**src/hdl/bmes_pkg.sv**
```systemverilog
// Shared constants, command codes and controller/datapath handshake types
// for the batch median EMA smoother. No dependencies.
package bmes_pkg;

   localparam int BATCH_SIZE = 8;
   localparam int IDX_W      = (BATCH_SIZE > 1) ? $clog2(BATCH_SIZE) : 1;
   localparam int CNT_W      = $clog2(BATCH_SIZE + 1);

   localparam int RTT_W      = 12;
   localparam int LAT_W      = 11;
   localparam int BATCH_W    = 16;
   localparam int FRAC_W     = 8;
   localparam int EMA_W      = LAT_W + FRAC_W;
   localparam int ALPHA_W    = 9;
   localparam int PROD_W     = ALPHA_W + EMA_W;
   localparam int ACC_W      = EMA_W + ALPHA_W + 1;
   localparam int CMD_W      = 2;
   localparam int REQ_DATA_W = 16;
   localparam int RSP_DATA_W = 32;

   localparam logic [ALPHA_W-1:0] ALPHA_RESET = ALPHA_W'(77);
   localparam logic [ALPHA_W-1:0] ALPHA_ONE   = ALPHA_W'(256);

   localparam logic [CMD_W-1:0] CMD_SAMPLE  = 2'd0;
   localparam logic [CMD_W-1:0] CMD_TICK    = 2'd1;
   localparam logic [CMD_W-1:0] CMD_RESTART = 2'd2;

   typedef struct packed {
      logic take;
      logic scan;
      logic mul_new;
      logic mul_old;
      logic sum;
      logic emit;
   } ctl_cmd_type;

   typedef struct packed {
      logic need_median;
      logic scan_done;
      logic slot_free;
   } ctl_status_type;

endpackage

```
**src/hdl/batch_median_ema_smoother_top.sv**
```systemverilog
// Item without a result (failed, dropped, restart, short tick): accepted
// and finished in ST_IDLE. Item with a result: n = samples in the batch (1..8); the
// rank scan visits one stored sample a cycle, then the shared 9x19 multiplier
// forms the new term and then the old term, an add forms the average, and the
// result register is loaded once the rsp side has a free slot.
// Reset (sync, high): clears count, batch counter, average, alpha to 77.
module batch_median_ema_smoother_top
   import bmes_pkg::*;
(
   input  logic                  clock,
   input  logic                  reset,
   input  logic                  req_tvalid,
   output logic                  req_tready,
   input  logic [REQ_DATA_W-1:0] req_tdata,   // [11:0] rtt_ms, [15:12] zero
   input  logic [CMD_W-1:0]      req_tuser,   // [1:0] command
   output logic                  rsp_tvalid,
   input  logic                  rsp_tready,
   output logic [RSP_DATA_W-1:0] rsp_tdata,   // [10:0] latency_ms, [26:11] batch_number
   output logic                  rsp_tuser,   // [0] is_batch_result
   input  logic                  csr_we,
   input  logic [ALPHA_W-1:0]    csr_wdata    // alpha_q8
);

   ctl_cmd_type    cmd;
   ctl_status_type status;

   bmes_ctrl u_ctrl (
      .clock      (clock),
      .reset      (reset),
      .req_tvalid (req_tvalid),
      .req_tready (req_tready),
      .status     (status),
      .cmd        (cmd)
   );

   bmes_dp u_dp (
      .clock      (clock),
      .reset      (reset),
      .req_tdata  (req_tdata),
      .req_tuser  (req_tuser),
      .csr_we     (csr_we),
      .csr_wdata  (csr_wdata),
      .rsp_tvalid (rsp_tvalid),
      .rsp_tready (rsp_tready),
      .rsp_tdata  (rsp_tdata),
      .rsp_tuser  (rsp_tuser),
      .cmd        (cmd),
      .status     (status)
   );

endmodule

```
**src/hdl/bmes_ctrl.sv**
```systemverilog
// Sequencing state machine for the batch median EMA smoother.
// Depends on bmes_pkg for the command and status structs.
module bmes_ctrl
   import bmes_pkg::*;
(
   input  logic           clock,
   input  logic           reset,
   input  logic           req_tvalid,
   output logic           req_tready,
   input  ctl_status_type status,
   output ctl_cmd_type    cmd
);

   typedef enum logic [5:0] {
      ST_IDLE    = 6'b000001,
      ST_SCAN    = 6'b000010,
      ST_MUL_NEW = 6'b000100,
      ST_MUL_OLD = 6'b001000,
      ST_SUM     = 6'b010000,
      ST_OUT     = 6'b100000
   } state_type;

   state_type state_ff, state_in;

   assign req_tready = (state_ff == ST_IDLE);

   always_comb begin
      cmd         = '0;
      cmd.take    = req_tvalid && req_tready;
      cmd.scan    = (state_ff == ST_SCAN);
      cmd.mul_new = (state_ff == ST_MUL_NEW);
      cmd.mul_old = (state_ff == ST_MUL_OLD);
      cmd.sum     = (state_ff == ST_SUM);
      cmd.emit    = (state_ff == ST_OUT) && status.slot_free;
   end

   always_comb begin
      state_in = state_ff;
      case (state_ff)
         ST_IDLE: begin
            if (cmd.take && status.need_median) state_in = ST_SCAN;
         end
         ST_SCAN: begin
            if (status.scan_done) state_in = ST_MUL_NEW;
         end
         ST_MUL_NEW: state_in = ST_MUL_OLD;
         ST_MUL_OLD: state_in = ST_SUM;
         ST_SUM:     state_in = ST_OUT;
         ST_OUT: begin
            if (status.slot_free) state_in = ST_IDLE;
         end
         default: state_in = ST_IDLE;
      endcase
   end

   always_ff @(posedge clock) begin
      if (reset) begin
         state_ff <= ST_IDLE;
      end else begin
         state_ff <= state_in;
      end
   end

endmodule

```
**src/hdl/bmes_dp.sv**
```systemverilog
// Datapath: sample store, rank scan, shared EMA multiplier, result register.
// Depends on bmes_pkg; driven by bmes_ctrl through command/status structs.
module bmes_dp
   import bmes_pkg::*;
(
   input  logic                  clock,
   input  logic                  reset,
   input  logic [REQ_DATA_W-1:0] req_tdata,
   input  logic [CMD_W-1:0]      req_tuser,
   input  logic                  csr_we,
   input  logic [ALPHA_W-1:0]    csr_wdata,
   output logic                  rsp_tvalid,
   input  logic                  rsp_tready,
   output logic [RSP_DATA_W-1:0] rsp_tdata,
   output logic                  rsp_tuser,
   input  ctl_cmd_type           cmd,
   output ctl_status_type        status
);

   logic [LAT_W-1:0]   store_ff [BATCH_SIZE];
   logic [CNT_W-1:0]   cnt_ff;
   logic [CNT_W-1:0]   n_ff;
   logic [IDX_W-1:0]   idx_ff;
   logic [BATCH_W-1:0] batch_ff;
   logic [BATCH_W-1:0] bnum_ff;
   logic               is_batch_ff;
   logic [LAT_W-1:0]   median_ff;
   logic               found_ff;
   logic [EMA_W-1:0]   ema_ff;
   logic               loaded_ff;
   logic [ALPHA_W-1:0] alpha_ff;
   logic [PROD_W-1:0]  prod_ff;
   logic [ACC_W-1:0]   acc_ff;
   logic               rsp_valid_ff;
   logic [LAT_W-1:0]   rsp_lat_ff;
   logic [BATCH_W-1:0] rsp_bnum_ff;
   logic               rsp_batch_ff;

   logic [RTT_W-1:0]   rtt;
   logic               sample_ok;
   logic               tick_full;
   logic [CNT_W-1:0]   cnt_next;
   logic [LAT_W-1:0]   cand;
   logic [CNT_W-1:0]   lt_cnt;
   logic [CNT_W-1:0]   le_cnt;
   logic [CNT_W-1:0]   rank;
   logic [ALPHA_W-1:0] alpha_eff;
   logic [ALPHA_W-1:0] mul_a;
   logic [EMA_W-1:0]   mul_b;
   logic [EMA_W:0]     ema_round;

   assign rtt       = req_tdata[RTT_W-1:0];
   assign cnt_next  = cnt_ff + CNT_W'(1);
   assign sample_ok = (req_tuser == CMD_SAMPLE) && !rtt[RTT_W-1] && (rtt != '0)
                      && (cnt_ff < CNT_W'(BATCH_SIZE));
   assign tick_full = (req_tuser == CMD_TICK) && (cnt_ff == CNT_W'(BATCH_SIZE));

   assign status.need_median = (sample_ok && (batch_ff == '0)
                                && (cnt_next < CNT_W'(BATCH_SIZE))) || tick_full;
   assign status.scan_done   = (CNT_W'(idx_ff) == n_ff - CNT_W'(1));
   assign status.slot_free   = !rsp_valid_ff || rsp_tready;

   // rank of the candidate among the live entries
   assign cand = store_ff[idx_ff];
   assign rank = n_ff >> 1;
   always_comb begin
      lt_cnt = '0;
      le_cnt = '0;
      for (int j = 0; j < BATCH_SIZE; j++) begin
         if (CNT_W'(j) < n_ff) begin
            if (store_ff[j] < cand)  lt_cnt = lt_cnt + CNT_W'(1);
            if (store_ff[j] <= cand) le_cnt = le_cnt + CNT_W'(1);
         end
      end
   end

   assign alpha_eff = (alpha_ff > ALPHA_ONE) ? ALPHA_ONE : alpha_ff;
   assign mul_a     = cmd.mul_old ? (ALPHA_ONE - alpha_eff) : alpha_eff;
   assign mul_b     = cmd.mul_old ? ema_ff : EMA_W'(median_ff);
   assign ema_round = {1'b0, ema_ff} + (EMA_W + 1)'(1 << (FRAC_W - 1));

   always_ff @(posedge clock) begin
      if (cmd.take && sample_ok) store_ff[cnt_ff[IDX_W-1:0]] <= rtt[LAT_W-1:0];
   end

   always_ff @(posedge clock) begin
      if (cmd.take) begin
         n_ff        <= sample_ok ? cnt_next : cnt_ff;
         is_batch_ff <= tick_full;
         bnum_ff     <= tick_full ? batch_ff : '0;
         idx_ff      <= '0;
      end else if (cmd.scan) begin
         idx_ff <= idx_ff + IDX_W'(1);
      end
      if (cmd.scan && (lt_cnt <= rank) && (rank < le_cnt)) median_ff <= cand;
      if (cmd.mul_new) prod_ff <= PROD_W'(mul_a) * PROD_W'(mul_b);
      if (cmd.mul_old) begin
         prod_ff <= PROD_W'(mul_a) * PROD_W'(mul_b);
         acc_ff  <= ACC_W'({prod_ff, FRAC_W'(0)}) + ACC_W'(1 << (FRAC_W - 1));
      end
      if (cmd.emit) begin
         rsp_lat_ff   <= ema_round[FRAC_W +: LAT_W];
         rsp_bnum_ff  <= bnum_ff;
         rsp_batch_ff <= is_batch_ff;
      end
   end

   always_ff @(posedge clock) begin
      if (reset) begin
         cnt_ff       <= '0;
         batch_ff     <= '0;
         ema_ff       <= '0;
         loaded_ff    <= 1'b0;
         alpha_ff     <= ALPHA_RESET;
         found_ff     <= 1'b0;
         rsp_valid_ff <= 1'b0;
      end else begin
         if (csr_we) alpha_ff <= csr_wdata;
         if (cmd.take) begin
            found_ff <= 1'b0;
            if (sample_ok) cnt_ff <= cnt_next;
            if (tick_full) begin
               cnt_ff <= '0;
               if (batch_ff != '1) batch_ff <= batch_ff + BATCH_W'(1);
            end
            if (req_tuser == CMD_RESTART) begin
               cnt_ff    <= '0;
               batch_ff  <= '0;
               ema_ff    <= '0;
               loaded_ff <= 1'b0;
            end
         end
         if (cmd.scan && (lt_cnt <= rank) && (rank < le_cnt)) found_ff <= 1'b1;
         if (cmd.sum) begin
            loaded_ff <= 1'b1;
            if (loaded_ff) ema_ff <= EMA_W'((acc_ff + ACC_W'(prod_ff)) >> FRAC_W);
            else           ema_ff <= {median_ff, FRAC_W'(0)};
         end
         if (cmd.emit)          rsp_valid_ff <= 1'b1;
         else if (rsp_tready)   rsp_valid_ff <= 1'b0;
      end
   end

   assign rsp_tvalid = rsp_valid_ff;
   assign rsp_tuser  = rsp_batch_ff;
   assign rsp_tdata  = RSP_DATA_W'({rsp_bnum_ff, rsp_lat_ff});

   a_found_before_mul: assert property (@(posedge clock) disable iff (reset)
      cmd.mul_new |-> found_ff)
      else $error("median not found by end of scan");

   a_tick_clears: assert property (@(posedge clock) disable iff (reset)
      (cmd.take && tick_full) |=> (cnt_ff == '0))
      else $error("batch tick did not clear the store count");

   a_emit_valid: assert property (@(posedge clock) disable iff (reset)
      cmd.emit |=> rsp_valid_ff)
      else $error("emitted result not presented");

endmodule
```
**config.mk**
```make
export PLATFORM = sky130hd
export DESIGN_NAME = batch_median_ema_smoother_top
export DESIGN_NICKNAME = d
export VERILOG_FILES = /design/src/hdl/bmes_pkg.sv /design/src/hdl/batch_median_ema_smoother_top.sv /design/src/hdl/bmes_ctrl.sv /design/src/hdl/bmes_dp.sv
export SDC_FILE = /design/constraint.sdc
export NUM_CORES = 1
export LEC_CHECK = 0
export BUFFER_PORTS_ARGS = -buffer_cell sky130_fd_sc_hd__buf_4
export CAP_MARGIN = 10
export CORE_MARGIN = 1.5
export CORE_UTILIZATION = 50
export DETAILED_ROUTE_END_ITERATION = 6
export GPL_TIMING_DRIVEN = 0
export PLACE_DENSITY_LB_ADDON = 0.05
export SYNTH_ARGS = -nofsm -noshare
export SYNTH_HDL_FRONTEND = slang
export SYNTH_SLANG_ARGS = --single-unit
```
**constraint.sdc**
```tcl
create_clock -name clock -period 24.4 [get_ports clock]
set_clock_uncertainty 0.1 [all_clocks]
set_input_delay 4.88 -clock clock [delete_from_list [all_inputs] [get_ports clock]]
set_output_delay 4.88 -clock clock [all_outputs]
set_load 0.02 [all_outputs]
```
### Yosys cells after proc, flatten, opt, wreduce, memory -nomap -nowiden

Memories as Yosys holds them, arrays and structs flattened. A register that Yosys moved wholly into a read port is not among the register bits.
Index checks and enable logic that the tools add are counted.

* $add $sub $neg: 22
* $mul: 1
* order comparisons: 29
* eq/ne operators: 14
* multiplexer cells: 60
* reductions and logical operators: 28

Operators by type and width (count)
* 2-to-1 mux 4 bit: 31
* 2-to-1 mux 19 bit: 5
* <= comparator 11 bit: 8
* less-than comparator 11 bit: 8
* adder 4 x 1 -> 4 bit, second input constant: 14
* 2-to-1 mux 27 bit: 2
* 2-to-1 mux 16 bit: 3
* case mux 6 bit (6 select lines): 1
* adder 27 bit: 1
* adder 27 x 8 -> 27 bit, second input constant: 1
* multiplier 9 x 19 -> 27 bit: 1
* adder 19 x 8 -> 19 bit, second input constant: 1
* 2-to-1 mux 6 bit: 3
* 2-to-1 mux 9 bit: 2
* adder 16 x 1 -> 16 bit, second input constant: 1
* zero test 16 bit: 1
* less-than comparator 3 x 4 -> 1 bit, first input constant: 4
* != test 16 bit, second input constant: 1
* logical AND 1 bit: 12
* nonzero test 12 bit: 1
* nonzero test 2 bit: 6
* 2-to-1 mux 1 bit: 11
* greater-than comparator 9 bit, second input constant: 1
* subtractor 9 bit, first input constant: 1
* 26 further kinds: 34

* register bits after elaboration: 173
* bits in writable memories: 88
* input port bits: 32
* output and inout bits: 35
* logic and storage cells: 172
* memories: 1

Memory list
* u_dp.store_ff: words 8, width 11, read ports 9, clocked after memory_dff 1, write ports 1, RTL line bmes_dp.sv:20 `logic [LAT_W-1:0] store_ff [BATCH_SIZE];`

### Longest topological paths before layout

An unclocked memory read counts as a cell.

* depth in word-level cells: 28
* mapped depth: 39
* gate-level depth less buffers: 38

### Cells and area by module

From an unflattened synthesis, not the netlist that was laid out.

* cells, all modules: 1741
* area, all modules: 18956.9 µm²

Modules (own cells, without submodules)
* bmes_dp: times used 1, cells an instance 1702, area an instance 18596.6 µm², sequential area each 6946.7 µm²
* bmes_ctrl: times used 1, cells an instance 39, area an instance 360.3 µm², sequential area each 120.1 µm²

### Worst setup path after synthesis

OpenSTA, ideal clock, no wires.

* kind: reg2reg
* start: register (tool-made name)
* end: register u_dp.median_ff[0] (enable)
* setup time: 0.348 ns
* arrival time: 8.716 ns
* data required time: 23.952 ns
* path slack: 15.236 ns
* stages on the path, launching flop included: 39
* buffers on the path: 2
* period minus slack after synthesis: 9.164 ns
* cell sequence: dfxtp_1 -> buf_1 -> mux4_2 -> mux2i_1 -> ha_1 -> nor2b_1 -> o21a_1 -> o21a_1 -> o21a_1 -> o21a_1 -> o21a_1 -> o21a_1 -> o21a_1 -> o21a_1 -> o21a_1 -> nor2_1 -> ha_1 -> and2_0 -> [3 not listed] -> nand3_1 -> nand2_1 -> ha_1 -> nor3_1 -> a31oi_1 -> ha_1 -> mux2_2 -> ha_1 -> mux2_2 -> ha_1 -> mux2_2 -> ha_1 -> mux2_2 -> ha_1 -> a21oi_1 -> a21oi_1 -> o21ai_0 -> o2111a_1

RTL lines
* end signal, assigned: RTL line bmes_dp.sv:95 `if (cmd.scan && (lt_cnt <= rank) && (rank < le_cnt)) median_ff <= cand;`
* end, declared: RTL line bmes_dp.sv:27 `logic [LAT_W-1:0] median_ff;`

==> flow_summary.toml <==
[final_layout]
nNetsFinal = 2237
final_cell_mix = "nand2_1 (210), edfxtp_1 (194), ha_1 (180)"
final_layout_size_suffix_gt1_share_pct = 9.81
final_area_um2 = 21300
n_antenna_cell = 0
syn_to_final_growth_pct = 11.5
final_common_cell = "nand2_1"
layout.cells.non_filler = 2437
fill_cells = 3319

[power_and_ir_drop]
powerDensity_nw_per_um2 = 87.1
leakagePower_nw = 8.94
p_int_mw = 1.16
peakVddDrop_uv = 61.9
p_sw_mw = 0.693
seqPwrFrac_pct = 28.5
swShare_pct = 37.4
p_clk_share_pct = 23.3
p_comb_share_pct = 48.3

[worst_setup_path]
crit_fanout = 11
worstPathRequired_ns = 24.49
reg2reg_depth = 38
worstPathArrival_ns = 10.70
path_common_cell = "o21a_1"
cp_top_family = "compound AO/OA/AOI/OAI gates"
worst-path-buf-inv = 4
crit_path_top_delay_cell = "mux2i_1"
regToRegEndpoint = "u_dp.median_ff[1]$_DFFE_PP_"
cpPeakStageDelay_ns = 0.86
end_kind = "flop"
worst_setup_path_start_kind = "flop"
critical_path_class = "reg2reg"
cp.depth = 38
reg2reg_slack_ns = 13.80

[sta]
slew_viol_final = 0
setup_tns_ns = 0
finalHoldViolCount = 0
fmax_mhz = 94.3
finalSetupViolCount = 0
hold_ws_ns = 0.314
fin_crit_sh_pct = 43.5
tightest_slew_ns = 1.29
min_period_ns = 10.60
slew_headroom_pct = 12.9
layout_setup_ws_ns = 13.80
rsz0062_at_grt = "false"

[routing]
drt_iter0_markers = 658
drc_errors = 0
vias = 13600
drt-pass1-iter-count = 5
routedWlPerCell_um = 20.2
ant_nets = 0
viasPerCell = 5.58
totalWireLength_um = 49200

[job]
drv_cap = 0

[clock_tree]
cts-buffers-inserted = 27
cts_hold_buffers = 0
root_buffer = "clkbuf_16"
cts.sinks = 256
post_cts_buffers = 0
cts_buffer_depth = 3
cts.repair.resized = 0
clkLatencyLatePin_ns = 0.57
htreeDepth = 1
cts_tree = "done"
clk_pin_slew_ns = 0.06

[global_route]
antenna_found_initial = 1
grt_overflow_total = 0
track_usage_pct = 25.9
grt_max_degree = 29
grt_pass1_wl_um = 77400
grt_pass1_vias = 14200

[synth]
ys_ff_latch = 256
synth-edff-count = 194
synth-seq-area-share_pct = 37.1
synth-main-ff-cell = "edfxtp_1"
yosysWarnings = 0
syn-cell-area_um2 = 19100
synth_area_per_cell_um2 = 10.6
synth_cell_types = 93
synthTopCellsByArea = "edfxtp_1 (31%), fa_1 (13%), ha_1 (12%)"
synth_cells = 1801
synth_top_area_share_pct = 30.6
synthArstFlopShare_pct = 0
synth.largest_area_cell = "edfxtp_1"

[hold_path]
min-delay-start = "u_dp.prod_ff[1]$_DFFE_PP_"
min_path_type = "reg2reg"
holdPathStages = 0
holdPathEnd = "u_dp.acc_ff[9]$_DFFE_PN_"

[die]
die_y_um = 198
io_pins = 67
dieArea_um2 = 39300
chipWidth_um = 198
rows = 71
initial_core_util_pct = 50.7
coreArea_um2 = 37600

[place]
io_buffers = 57
placed_area_um2 = 20300
dp_slack_ns = 13.69
dpl.cell_count = 2382
hpwl_um = 39500
gp_congestion = 0.931

[outcome]
outcome = "completed"
-- routing by layer --
layer | routed length [um] | vias to the layer above | track usage [%] | part of all wire [%]
met5 | 21 | - | 0 | 0.043
met4 | 2110 | 2 | 10.9 | 4.3
met3 | 1900 | 111 | 2.50 | 3.9
met2 | 24400 | 316 | 46.0 | 50
met1 | 20700 | 6670 | 32.2 | 42
li1 | - | 6501 | - | -
-- logic make-up after synthesis --
kind of cell    share of synthesized area, %
buf+inv                                 4.66
fa+ha+maj                               24.4
flops                                   37.1
mux                                     4.85
xor+xnor                                4.88
compound gates                          8.56
simple gates                            15.5
other cells                           0.0197
-- cell usage after synthesis (4+ instances only) --
cell	instances
buf_2	4
o21ai_0	43
a211oi_1	11
clkbuf_1	42
nor4_1	13
nor3_1	27
buf_1	6
o21a_1	17
nor2b_1	24
and3_1	15
mux2i_1	35
buf_4	5
o211ai_1	7
nand2b_1	13
a21oi_1	61
a21o_1	13
edfxtp_1	194
xor2_1	25
or3_1	14
dfxtp_1	62
o41ai_1	6
and4_1	6
or2_2	8
fa_1	120
xnor2_1	65
o31ai_1	7
nand3b_1	8
a211o_1	6
o221ai_1	6
nand4_1	17
nand3_1	37
inv_1	168
nor2_1	159
o21bai_1	7
mux2_2	7
a22oi_1	17
and2_1	37
ha_1	180
nand2_1	210
mux4_2	22
a31oi_1	9
-- flip-flops by register name (all words and copies together) (netlist names), named ones only --
register	count
u_dp.n_ff	4
u_dp.is_batch_ff	1
u_dp.rsp_lat_ff	11
u_dp.prod_ff	27
u_dp.idx_ff	3
u_dp.loaded_ff	1
u_dp.cnt_ff	4
u_dp.rsp_tvalid	1
u_dp.ema_ff	19
u_dp.store_ff	88
u_dp.batch_ff	16
u_dp.median_ff	11
u_dp.acc_ff	19
u_dp.rsp_bnum_ff	16
u_dp.rsp_tuser	1
u_dp.bnum_ff	16
u_ctrl.state_ff	6
u_dp.alpha_ff	9
-- power groups by stage --
| stage | Clock, mW | Sequential, mW | Combinational [mW] |
|---|---|---|---|
| 3_5_place_dp | 0 | 0.537 | 0.891 |
| 4_1_cts | 0.441 | 0.527 | 0.901 |
| 2_1_floorplan | 0 | 0.535 | 0.682 |
| 6_report | 0.431 | 0.527 | 0.894 |
| 5_1_grt | 0.455 | 0.529 | 1.01 |
| 3_3_place_gp | 0 | 0.536 | 0.862 |
-- per-stage QoR --
stage	power [mW]	utilization (%)
after floorplan	1.22	-
after global placement	1.40	53.6
after detailed placement	1.43	54.0
after CTS	1.87	56.4
after global routing	1.99	56.6
final	1.85	56.6
-- layout make-up --
type / instances / area, um^2 / share of cell area [%]
Inverter: 170 / 638 / 3.00
Clock buffer: 32 / 714 / 3.36
Timing Repair Buffer: 71 / 597 / 2.81
Multi-Input combinational cell: 1321 / 11100 / 52.4
Sequential cell: 256 / 7070 / 33.3
Buffer: 58 / 250 / 1.18
Clock inverter: 18 / 216 / 1.02
Tap cell: 511 / 639 / 3.01
-- how the worst max path moves through the flow --
stage	from	endpoint	slack, ns
finish	flop	u_dp.median_ff[1]$_DFFE_PP_	13.80
global placement	flop	u_dp.median_ff[1]$_DFFE_PP_	13.77
CTS	flop	u_dp.median_ff[1]$_DFFE_PP_	13.65
global route	flop	u_dp.median_ff[1]$_DFFE_PP_	13.06
detailed placement	flop	u_dp.median_ff[1]$_DFFE_PP_	13.69
floorplan	flop	u_dp.median_ff[0]$_DFFE_PP_	15.24
(Power assumes the default switching activity.)
